$ cat config.mk
export PLATFORM = sky130hd
export DESIGN_NAME = double_ended_queue_top_flat
export DESIGN_NICKNAME = d
export VERILOG_FILES = /design/src/rtl/deq_pkg.sv /design/src/rtl/deq_req_if.sv /design/src/rtl/deq_rsp_if.sv /design/src/rtl/deq_ram.sv /design/src/rtl/deq_ctrl.sv /design/src/rtl/deq_dp.sv /design/src/rtl/double_ended_queue_top.sv /design/src/flat_wrapper.sv
export SDC_FILE = /design/constraint.sdc
export NUM_CORES = 2
export LEC_CHECK = 0
export BUFFER_PORTS_ARGS = -buffer_cell sky130_fd_sc_hd__buf_4
export CORE_UTILIZATION = 50
export DETAILED_ROUTE_END_ITERATION = 12
export GPL_TIMING_DRIVEN = 0
export PLACE_DENSITY = 0.68
export REMOVE_ABC_BUFFERS = 1
export SYNTH_ARGS = -nofsm -noshare
export SYNTH_HDL_FRONTEND = slang
export SYNTH_SLANG_ARGS = --single-unit
$ cat constraint.sdc
create_clock -name clk -period 9.7 [get_ports clk]
set_input_delay 0.485 -clock clk [delete_from_list [all_inputs] [get_ports clk]]
set_output_delay 0.485 -clock clk [all_outputs]
set_load 0.01 [all_outputs]
$ cat src/rtl/deq_pkg.sv
// ----------------------------------------------------------------------------
// deq_pkg
// types and codes shared by the double-ended queue
// ----------------------------------------------------------------------------
package deq_pkg;

  typedef logic signed [31:0] word_t;
  typedef logic [2:0]         cmd_t;

  localparam cmd_t CMD_DISPLAY    = 3'd0;
  localparam cmd_t CMD_PUSH_FRONT = 3'd1;
  localparam cmd_t CMD_PUSH_BACK  = 3'd2;
  localparam cmd_t CMD_POP_FRONT  = 3'd3;
  localparam cmd_t CMD_POP_BACK   = 3'd4;

  typedef enum logic [1:0] {
    ST_OK    = 2'd0,
    ST_EMPTY = 2'd1,
    ST_FULL  = 2'd2
  } status_t;

  typedef enum logic {
    S_IDLE,
    S_DISP
  } state_t;

  typedef struct packed {
    logic op_take;
    logic start_disp;
    logic rd_issue;
    logic emit_entry;
  } ctrl_cmd_t;

  typedef struct packed {
    logic occ_zero;
    logic out_free;
    logic pend;
    logic rd_more;
    logic last_entry;
  } ctrl_sts_t;

endpackage

$ cat src/rtl/deq_req_if.sv
// ----------------------------------------------------------------------------
// deq_req_if
// command channel: one command word per handshake
// ----------------------------------------------------------------------------
interface deq_req_if import deq_pkg::*; ();
  logic  valid;
  logic  ready;
  cmd_t  cmd;
  word_t value;

  modport source (output valid, output cmd, output value, input ready);
  modport sink   (input valid, input cmd, input value, output ready);
endinterface

$ cat src/rtl/deq_rsp_if.sv
// ----------------------------------------------------------------------------
// deq_rsp_if
// result channel: one result word per handshake
// ----------------------------------------------------------------------------
interface deq_rsp_if import deq_pkg::*; ();
  logic    valid;
  logic    ready;
  word_t   entry;
  status_t status;
  logic    last;

  modport source (output valid, output entry, output status, output last, input ready);
  modport sink   (input valid, input entry, input status, input last, output ready);
endinterface

$ cat src/rtl/deq_ram.sv
// ----------------------------------------------------------------------------
// deq_ram
// generic single-write, single-read ram with registered read data
// ----------------------------------------------------------------------------
module deq_ram #(
  parameter int WIDTH = 32,
  parameter int DEPTH = 64
) (
  input  logic                     clk,
  input  logic                     we,
  input  logic [$clog2(DEPTH)-1:0] waddr,
  input  logic [WIDTH-1:0]         wdata,
  input  logic                     re,
  input  logic [$clog2(DEPTH)-1:0] raddr,
  output logic [WIDTH-1:0]         rdata
);

  logic [WIDTH-1:0] mem [DEPTH];

  always_ff @(posedge clk) begin
    if (we) begin
      mem[waddr] <= wdata;
    end
    if (re) begin
      rdata <= mem[raddr];
    end
  end

endmodule

$ cat src/rtl/deq_ctrl.sv
// ----------------------------------------------------------------------------
// deq_ctrl
// controller: accepts commands and sequences the display stream
// ----------------------------------------------------------------------------
module deq_ctrl import deq_pkg::*; (
  input  logic      clk,
  input  logic      rst,
  input  logic      req_valid,
  input  cmd_t      req_cmd,
  output logic      req_ready,
  input  ctrl_sts_t sts,
  output ctrl_cmd_t ctl
);

  state_t state;
  state_t state_next;
  logic   accept;

  always_ff @(posedge clk) begin
    if (rst) begin
      state <= S_IDLE;
    end else begin
      state <= state_next;
    end
  end

  always_comb begin
    state_next = state;
    unique case (state)
      S_IDLE: begin
        if (ctl.start_disp) begin
          state_next = S_DISP;
        end
      end
      S_DISP: begin
        if (ctl.emit_entry && sts.last_entry) begin
          state_next = S_IDLE;
        end
      end
      default: state_next = S_IDLE;
    endcase
  end

  always_comb begin
    req_ready = 1'b0;
    accept    = 1'b0;
    ctl       = '0;
    unique case (state)
      S_IDLE: begin
        req_ready      = sts.out_free;
        accept         = req_valid && sts.out_free;
        ctl.start_disp = accept && (req_cmd == CMD_DISPLAY) && !sts.occ_zero;
        ctl.op_take    = accept && !ctl.start_disp;
      end
      S_DISP: begin
        ctl.emit_entry = sts.pend && sts.out_free;
        ctl.rd_issue   = sts.rd_more && (!sts.pend || ctl.emit_entry);
      end
      default: ;
    endcase
  end

endmodule

$ cat src/rtl/deq_dp.sv
// ----------------------------------------------------------------------------
// deq_dp
// datapath: ring store, front pointer, occupancy and result register
// ----------------------------------------------------------------------------
module deq_dp import deq_pkg::*; #(
  parameter int DEPTH = 64
) (
  input  logic      clk,
  input  logic      rst,
  input  cmd_t      cmd,
  input  word_t     value,
  input  ctrl_cmd_t ctl,
  output ctrl_sts_t sts,
  deq_rsp_if.source rsp
);

  localparam int PW = $clog2(DEPTH);
  localparam int CW = $clog2(DEPTH + 1);
  localparam logic [PW:0]   DEPTH_S = (PW+1)'(DEPTH);
  localparam logic [CW-1:0] DEPTH_C = CW'(DEPTH);
  localparam logic [PW-1:0] LAST_P  = PW'(DEPTH - 1);

  logic [PW-1:0] fp, fp_next;
  logic [CW-1:0] occ, occ_next;
  logic [CW-1:0] rd_cnt, rd_cnt_next;
  logic          pend, pend_next;
  logic          rsp_valid, rsp_valid_next;
  word_t         entry, entry_next;
  status_t       status, status_next;
  logic          last, last_next;

  logic [PW:0]   back_sum, rd_sum;
  logic [PW-1:0] back_addr, rd_addr, fp_dec, fp_inc, waddr;
  logic          full, empty, we, load_op;
  status_t       op_status;
  word_t         rdata;

  // ring arithmetic
  assign back_sum  = {1'b0, fp} + (PW+1)'(occ);
  assign back_addr = (back_sum >= DEPTH_S) ? PW'(back_sum - DEPTH_S) : back_sum[PW-1:0];
  assign rd_sum    = {1'b0, fp} + (PW+1)'(rd_cnt);
  assign rd_addr   = (rd_sum >= DEPTH_S) ? PW'(rd_sum - DEPTH_S) : rd_sum[PW-1:0];
  assign fp_dec    = (fp == '0) ? LAST_P : fp - 1'b1;
  assign fp_inc    = (fp == LAST_P) ? '0 : fp + 1'b1;
  assign full      = (occ == DEPTH_C);
  assign empty     = (occ == '0);

  always_comb begin
    fp_next   = fp;
    occ_next  = occ;
    we        = 1'b0;
    waddr     = back_addr;
    load_op   = 1'b0;
    op_status = ST_OK;
    if (ctl.op_take) begin
      unique case (cmd)
        CMD_DISPLAY: begin
          load_op   = 1'b1;
          op_status = ST_EMPTY;
        end
        CMD_PUSH_FRONT: begin
          load_op = 1'b1;
          if (full) begin
            op_status = ST_FULL;
          end else begin
            we       = 1'b1;
            waddr    = fp_dec;
            fp_next  = fp_dec;
            occ_next = occ + 1'b1;
          end
        end
        CMD_PUSH_BACK: begin
          load_op = 1'b1;
          if (full) begin
            op_status = ST_FULL;
          end else begin
            we       = 1'b1;
            occ_next = occ + 1'b1;
          end
        end
        CMD_POP_FRONT: begin
          load_op = 1'b1;
          if (empty) begin
            op_status = ST_EMPTY;
          end else begin
            fp_next  = fp_inc;
            occ_next = occ - 1'b1;
          end
        end
        CMD_POP_BACK: begin
          load_op = 1'b1;
          if (empty) begin
            op_status = ST_EMPTY;
          end else begin
            occ_next = occ - 1'b1;
          end
        end
        default: ;
      endcase
    end
  end

  // display read sequencing
  always_comb begin
    rd_cnt_next = rd_cnt;
    pend_next   = pend;
    if (ctl.start_disp) begin
      rd_cnt_next = '0;
      pend_next   = 1'b0;
    end else begin
      if (ctl.rd_issue) begin
        rd_cnt_next = rd_cnt + 1'b1;
      end
      if (ctl.rd_issue) begin
        pend_next = 1'b1;
      end else if (ctl.emit_entry) begin
        pend_next = 1'b0;
      end
    end
  end

  // result register
  always_comb begin
    rsp_valid_next = rsp_valid;
    entry_next     = entry;
    status_next    = status;
    last_next      = last;
    priority if (load_op) begin
      rsp_valid_next = 1'b1;
      entry_next     = '0;
      status_next    = op_status;
      last_next      = 1'b1;
    end else if (ctl.emit_entry) begin
      rsp_valid_next = 1'b1;
      entry_next     = rdata;
      status_next    = ST_OK;
      last_next      = (rd_cnt == occ);
    end else if (rsp.ready) begin
      rsp_valid_next = 1'b0;
    end
  end

  always_ff @(posedge clk) begin
    if (rst) begin
      fp        <= '0;
      occ       <= '0;
      rd_cnt    <= '0;
      pend      <= 1'b0;
      rsp_valid <= 1'b0;
    end else begin
      fp        <= fp_next;
      occ       <= occ_next;
      rd_cnt    <= rd_cnt_next;
      pend      <= pend_next;
      rsp_valid <= rsp_valid_next;
    end
  end

  always_ff @(posedge clk) begin
    entry  <= entry_next;
    status <= status_next;
    last   <= last_next;
  end

  deq_ram #(
    .WIDTH ($bits(word_t)),
    .DEPTH (DEPTH)
  ) u_ram (
    .clk   (clk),
    .we    (we),
    .waddr (waddr),
    .wdata (value),
    .re    (ctl.rd_issue),
    .raddr (rd_addr),
    .rdata (rdata)
  );

  assign sts.occ_zero   = empty;
  assign sts.out_free   = !rsp_valid || rsp.ready;
  assign sts.pend       = pend;
  assign sts.rd_more    = (rd_cnt < occ);
  assign sts.last_entry = (rd_cnt == occ);

  assign rsp.valid  = rsp_valid;
  assign rsp.entry  = entry;
  assign rsp.status = status;
  assign rsp.last   = last;

endmodule

$ cat src/rtl/double_ended_queue_top.sv
// ----------------------------------------------------------------------------
// double_ended_queue_top
// bounded double-ended queue of signed 32-bit words in a ring store
// ----------------------------------------------------------------------------
// channels: req carries one command word (cmd, value); rsp carries result
//   words (entry, status, last), both valid/ready
// push and pop: one result word, registered on the accept edge, so it shows
//   in the cycle after acceptance; a new command is taken every cycle while
//   the result register drains
// display: one result word per entry, front to back, last marks the final
//   one; entries come from the registered ram read, one per cycle unless
//   stalled; no command is taken until the final entry is registered
// display of an empty queue, pop of an empty queue and push to a full
//   queue give a single result word with the matching status
// reset: rst (synchronous) empties the queue and drops any pending result;
//   store contents are left as they are
// stall: while rsp is held off the result register keeps its word and req
//   ready stays low once that register is occupied
// ----------------------------------------------------------------------------
module double_ended_queue_top import deq_pkg::*; #(
  parameter int DEPTH = 64
) (
  input  logic      clk,
  input  logic      rst,
  deq_req_if.sink   req,
  deq_rsp_if.source rsp
);

  ctrl_cmd_t ctl;
  ctrl_sts_t sts;

  deq_ctrl u_ctrl (
    .clk       (clk),
    .rst       (rst),
    .req_valid (req.valid),
    .req_cmd   (req.cmd),
    .req_ready (req.ready),
    .sts       (sts),
    .ctl       (ctl)
  );

  deq_dp #(
    .DEPTH (DEPTH)
  ) u_dp (
    .clk   (clk),
    .rst   (rst),
    .cmd   (req.cmd),
    .value (req.value),
    .ctl   (ctl),
    .sts   (sts),
    .rsp   (rsp)
  );

endmodule

$ cat src/flat_wrapper.sv
// flat-port wrapper written by rule: the top's interface ports become plain ports
module double_ended_queue_top_flat import deq_pkg::*;
#(
  parameter int DEPTH = 64
)
  (clk, rst, req_valid, req_cmd, req_value, req_ready, rsp_valid, rsp_entry, rsp_status, rsp_last, rsp_ready);
  deq_req_if req_i ();
  deq_rsp_if rsp_i ();
  input  logic clk;
  input  logic rst;
  input wire logic [$bits(req_i.valid)-1:0] req_valid;
  input wire logic [$bits(req_i.cmd)-1:0] req_cmd;
  input wire logic [$bits(req_i.value)-1:0] req_value;
  output wire logic [$bits(req_i.ready)-1:0] req_ready;
  output wire logic [$bits(rsp_i.valid)-1:0] rsp_valid;
  output wire logic [$bits(rsp_i.entry)-1:0] rsp_entry;
  output wire logic [$bits(rsp_i.status)-1:0] rsp_status;
  output wire logic [$bits(rsp_i.last)-1:0] rsp_last;
  input wire logic [$bits(rsp_i.ready)-1:0] rsp_ready;
  assign req_i.valid = req_valid;
  assign req_i.cmd = req_cmd;
  assign req_i.value = req_value;
  assign req_ready = req_i.ready;
  assign rsp_valid = rsp_i.valid;
  assign rsp_entry = rsp_i.entry;
  assign rsp_status = rsp_i.status;
  assign rsp_last = rsp_i.last;
  assign rsp_i.ready = rsp_ready;
  double_ended_queue_top #(.DEPTH(DEPTH)) u_core (.clk(clk), .rst(rst), .req(req_i), .rsp(rsp_i));
endmodule
==> results.py <==
metrics = {
    "run_status": {
        "status": "completed",
    },
    "placed_design": {
        "dp_hpwl_microns": 116000,
        "dpl_cell_area_sq_um": 88900,
        "gp_congestion": 0.832,
        "dp_cells": 5938,
        "port_buffers": 75,
    },
    "cts": {
        "cts_tree": "done",
        "cts_buffer_depth": 3,
        "htree_levels": 4,
        "cts_buffers": 204,
        "cts.sinks": 2138,
        "clkLatencyLatePin_ns": 0.84,
        "cts_root_buf": "clkbuf_16",
        "cts_resized": 0,
        "clk_pin_slew_ns": 0.06,
    },
    "yosys": {
        "synth-seq-cells": 2138,
        "synth_cells": 3759,
        "synth_area_sq_um": 83400,
        "yosys-top-cells-area": "edfxtp_1 75%, mux4_2 16%, dfxtp_1 1.3%",
        "yosysSeqAreaShare_pct": 76.3,
        "synth-edff-count": 2082,
        "synthArstFlopShare_pct": 0,
        "yosys_warnings": 0,
        "synth_top_area_share_pct": 75.0,
        "synth_top_area_cell": "edfxtp_1",
        "synth.avg_cell_area_sq_um": 22.2,
        "yosysUniqueCellTypes": 73,
        "synth_ff_type": "edfxtp_1",
    },
    "sta": {
        "tightestPinTransition_ns": 1.42,
        "period_minus_slack_ns": 4.86,
        "hold_slack_ns": 0.154,
        "rsz0062_at_grt": "false",
        "slew_violations": 0,
        "report.final.setup_viol": 0,
        "period_share_pct": 50.1,
        "fin_skew_ns": 0.0288,
        "fmax_ghz": 0.206,
        "relSlewSlack_pct": 5.17,
        "hold_violations": 0,
    },
    "setup_path": {
        "crit_path_start_kind": "register",
        "worstPathMaxFanout": 50,
        "arrival_ns": 5.37,
        "r2r-start": "u_core.u_dp.fp[0]$_SDFFE_PP0P_",
        "crit_required_ns": 10.21,
        "r2r_end": "u_core.u_dp.u_ram.rdata[15]$_DFFE_PP_",
        "critPathCapture": "u_core.u_dp.u_ram.rdata[15]$_DFFE_PP_",
        "path_cells": "ha_4, fa_4, buf_16, buf_16, buf_16, mux4_2, mux4_2, o22ai_1, a2111oi_2",
        "critPathKind": "reg -> reg",
        "critPathMaxStageDelay_ns": 1.10,
        "crit_start": "u_core.u_dp.fp[0]$_SDFFE_PP0P_",
        "crit_cells": 9,
        "critPathCaptureType": "register",
        "r2r_setup_slack_ns": 4.84,
        "reg2reg_depth": 9,
        "crit_family": "adder cells",
        "crit_path_frequent_cell": "buf_16",
        "critPathBufInv": 3,
        "cp_slowest_cell": "fa_4",
    },
    "die": {
        "die_h_microns": 410,
        "fp.dieW_microns": 410,
        "num_rows": 149,
        "fp.coreArea_sq_um": 165000,
        "pin_count": 76,
        "fp.dieArea_sq_um": 168000,
        "start_util_pct": 50.5,
    },
    "layout": {
        "final_area_sq_um": 95500,
        "layout_commonest_cell": "edfxtp_1",
        "drive_above_1_share_pct": 29.2,
        "most-common-layout-cells": "2082 x edfxtp_1, 576 x mux4_2, 208 x clkbuf_16",
        "finalNonFillerCells": 6321,
        "fin_nets": 4026,
        "nFillCells": 11620,
        "area_growth_syn_to_layout_pct": 14.6,
    },
    "detailed_routing": {
        "drt_iter0_drc": 4324,
        "drt-pass1-iter-count": 7,
        "vias_per_cell": 6.23,
        "drcViolationCount": 0,
        "ant_nets": 0,
        "routedWlPerCell_microns": 29.9,
        "finalWirelength_microns": 189000,
        "vias": 39402,
    },
    "global_route": {
        "grt.total_usage_pct": 22.7,
        "grt_pass1_wl_microns": 276000,
        "met2_usage_pct": 38.0,
        "antenna_found_initial": 0,
        "grt_max_degree": 65,
        "first_global_vias": 39974,
        "grt_overflow": 0,
        "grt.busiest_layer": "met2",
        "use_met3_pct": 4.17,
        "grt_util_met1_pct": 30.7,
    },
    "power_and_ir_drop": {
        "cellPowerDensity_nw_per_um2": 202,
        "irDropWorstVdd_mv": 0.178,
        "leakagePower_uw": 0.0285,
        "power_uw": 19300,
    },
    "hold_path": {
        "hold_class": "in -> reg",
    },
    "flow_run": {
        "drv_cap": 0,
    },
}
## registers in the layout (all words and copies together) (netlist names)
register and flops:
u_core.u_dp.pend 1, u_core.u_dp.occ 7, u_core.u_dp.u_ram.rdata 32, u_core.u_dp.fp 6, u_core.u_dp.rsp.status 2, u_core.u_dp.rsp.valid 1, u_core.u_ctrl.state 1, u_core.u_dp.rsp.last 1
u_core.u_dp.rd_cnt 7, u_core.u_dp.u_ram.mem 2048, u_core.u_dp.rsp.entry 32
## timing repair
| action | 4_1_cts | 5_1_grt |
|---|---|---|
| buffers inserted | 0 | 0 |
| hold buffers | 3 | 0 |
| endpoints found under the hold margin | 15 | 0 |
| endpoints found under the setup margin | 0 | 0 |
## metrics by stage
step | setup TNS, ns | utilization, % | setup WS (ns)
floorplan | -387.61 | - | -12.12
global placement | -703.08 | 51.9 | -22.41
detailed placement | 0 | 53.8 | 4.90
CTS | 0 | 57.8 | 4.89
global route | 0 | 57.8 | 4.67
finish | 0 | 57.8 | 4.84
## worst min-delay path by stage
stage	slack [ns]	start	endpoint	cells past startpoint
after CTS	0.09	req_cmd[0]	u_core.u_dp.rsp.status[1]$_SDFFCE_PN0P_	3
after global routing	0.14	req_cmd[0]	u_core.u_dp.rsp.status[1]$_SDFFCE_PN0P_	3
final	0.15	req_cmd[0]	u_core.u_dp.rsp.status[1]$_SDFFCE_PN0P_	3
after detailed placement	0.45	u_core.u_dp.rsp.entry[24]$_SDFFE_PP0P_	u_core.u_dp.rsp.entry[24]$_SDFFE_PP0P_	2
after global placement	0.45	u_core.u_dp.rsp.entry[7]$_SDFFE_PP0P_	u_core.u_dp.rsp.entry[7]$_SDFFE_PP0P_	2
after floorplan	0.45	u_core.u_dp.rd_cnt[6]$_SDFFE_PP0P_	u_core.u_dp.rd_cnt[6]$_SDFFE_PP0P_	2
## synth_stat cells (18+ instances only)
master,count
and3_1,18
mux2_2,33
o21ai_0,20
inv_1,21
nor2_1,103
o22ai_1,36
a2111oi_0,64
mux2i_1,71
buf_2,74
nor3_1,22
a21oi_1,60
a2111oi_1,20
dfxtp_1,56
nand2_1,89
edfxtp_1,2082
ha_1,26
mux4_2,576
clkbuf_1,109
nor2b_1,72
## cell type report
| type | count | area (sq um) | area share [%] |
|---|---|---|---|
| antenna | 2 | 5.00 | 0.00524 |
| clock buffer | 251 | 5420 | 5.67 |
| clock inverter | 127 | 1180 | 1.23 |
| inverter | 21 | 78.8 | 0.0825 |
| multi-input combinational | 1394 | 19300 | 20.2 |
| sequential | 2138 | 63600 | 66.6 |
| tap | 2189 | 2740 | 2.87 |
| timing repair buffer | 199 | 3190 | 3.34 |
## worst min-delay path, delay by kind of cell
kind | cells | cell delay, ns
xor gates and xnor gates | 1 | 0.14
buffers and inverters | 1 | 0.12
and+or+nand+nor | 1 | 0.06
## where the power goes
part | internal [uW] | switching (uW) | leakage (uW)
registers | 10200 | 20.4 | 0.0192
logic | 558 | 730 | 0.00614
clock network | 4430 | 3400 | 0.00321
total | 15200 | 4150 | 0.0285
## routing by layer
layer / routed length, microns / vias up
li1: - / 16441
met1: 75200 / 21162
met2: 96000 / 1521
met3: 13600 / 278
met4: 4480 / 0
met5: 0 / -
## kinds of logic after synthesis
logic type | count (synthesis) | share of synthesized area (%)
AOI/OAI and AO/OA | 298 | 2.70
xor gates and xnor gates | 21 | 0.252
adders and majority gates | 29 | 0.462
buffers and inverters | 227 | 1.25
DFF | 2138 | 76.3
muxes | 680 | 16.9
and+or+nand+nor | 366 | 2.16
No activity file was read; power rests on OpenSTA's default activity.
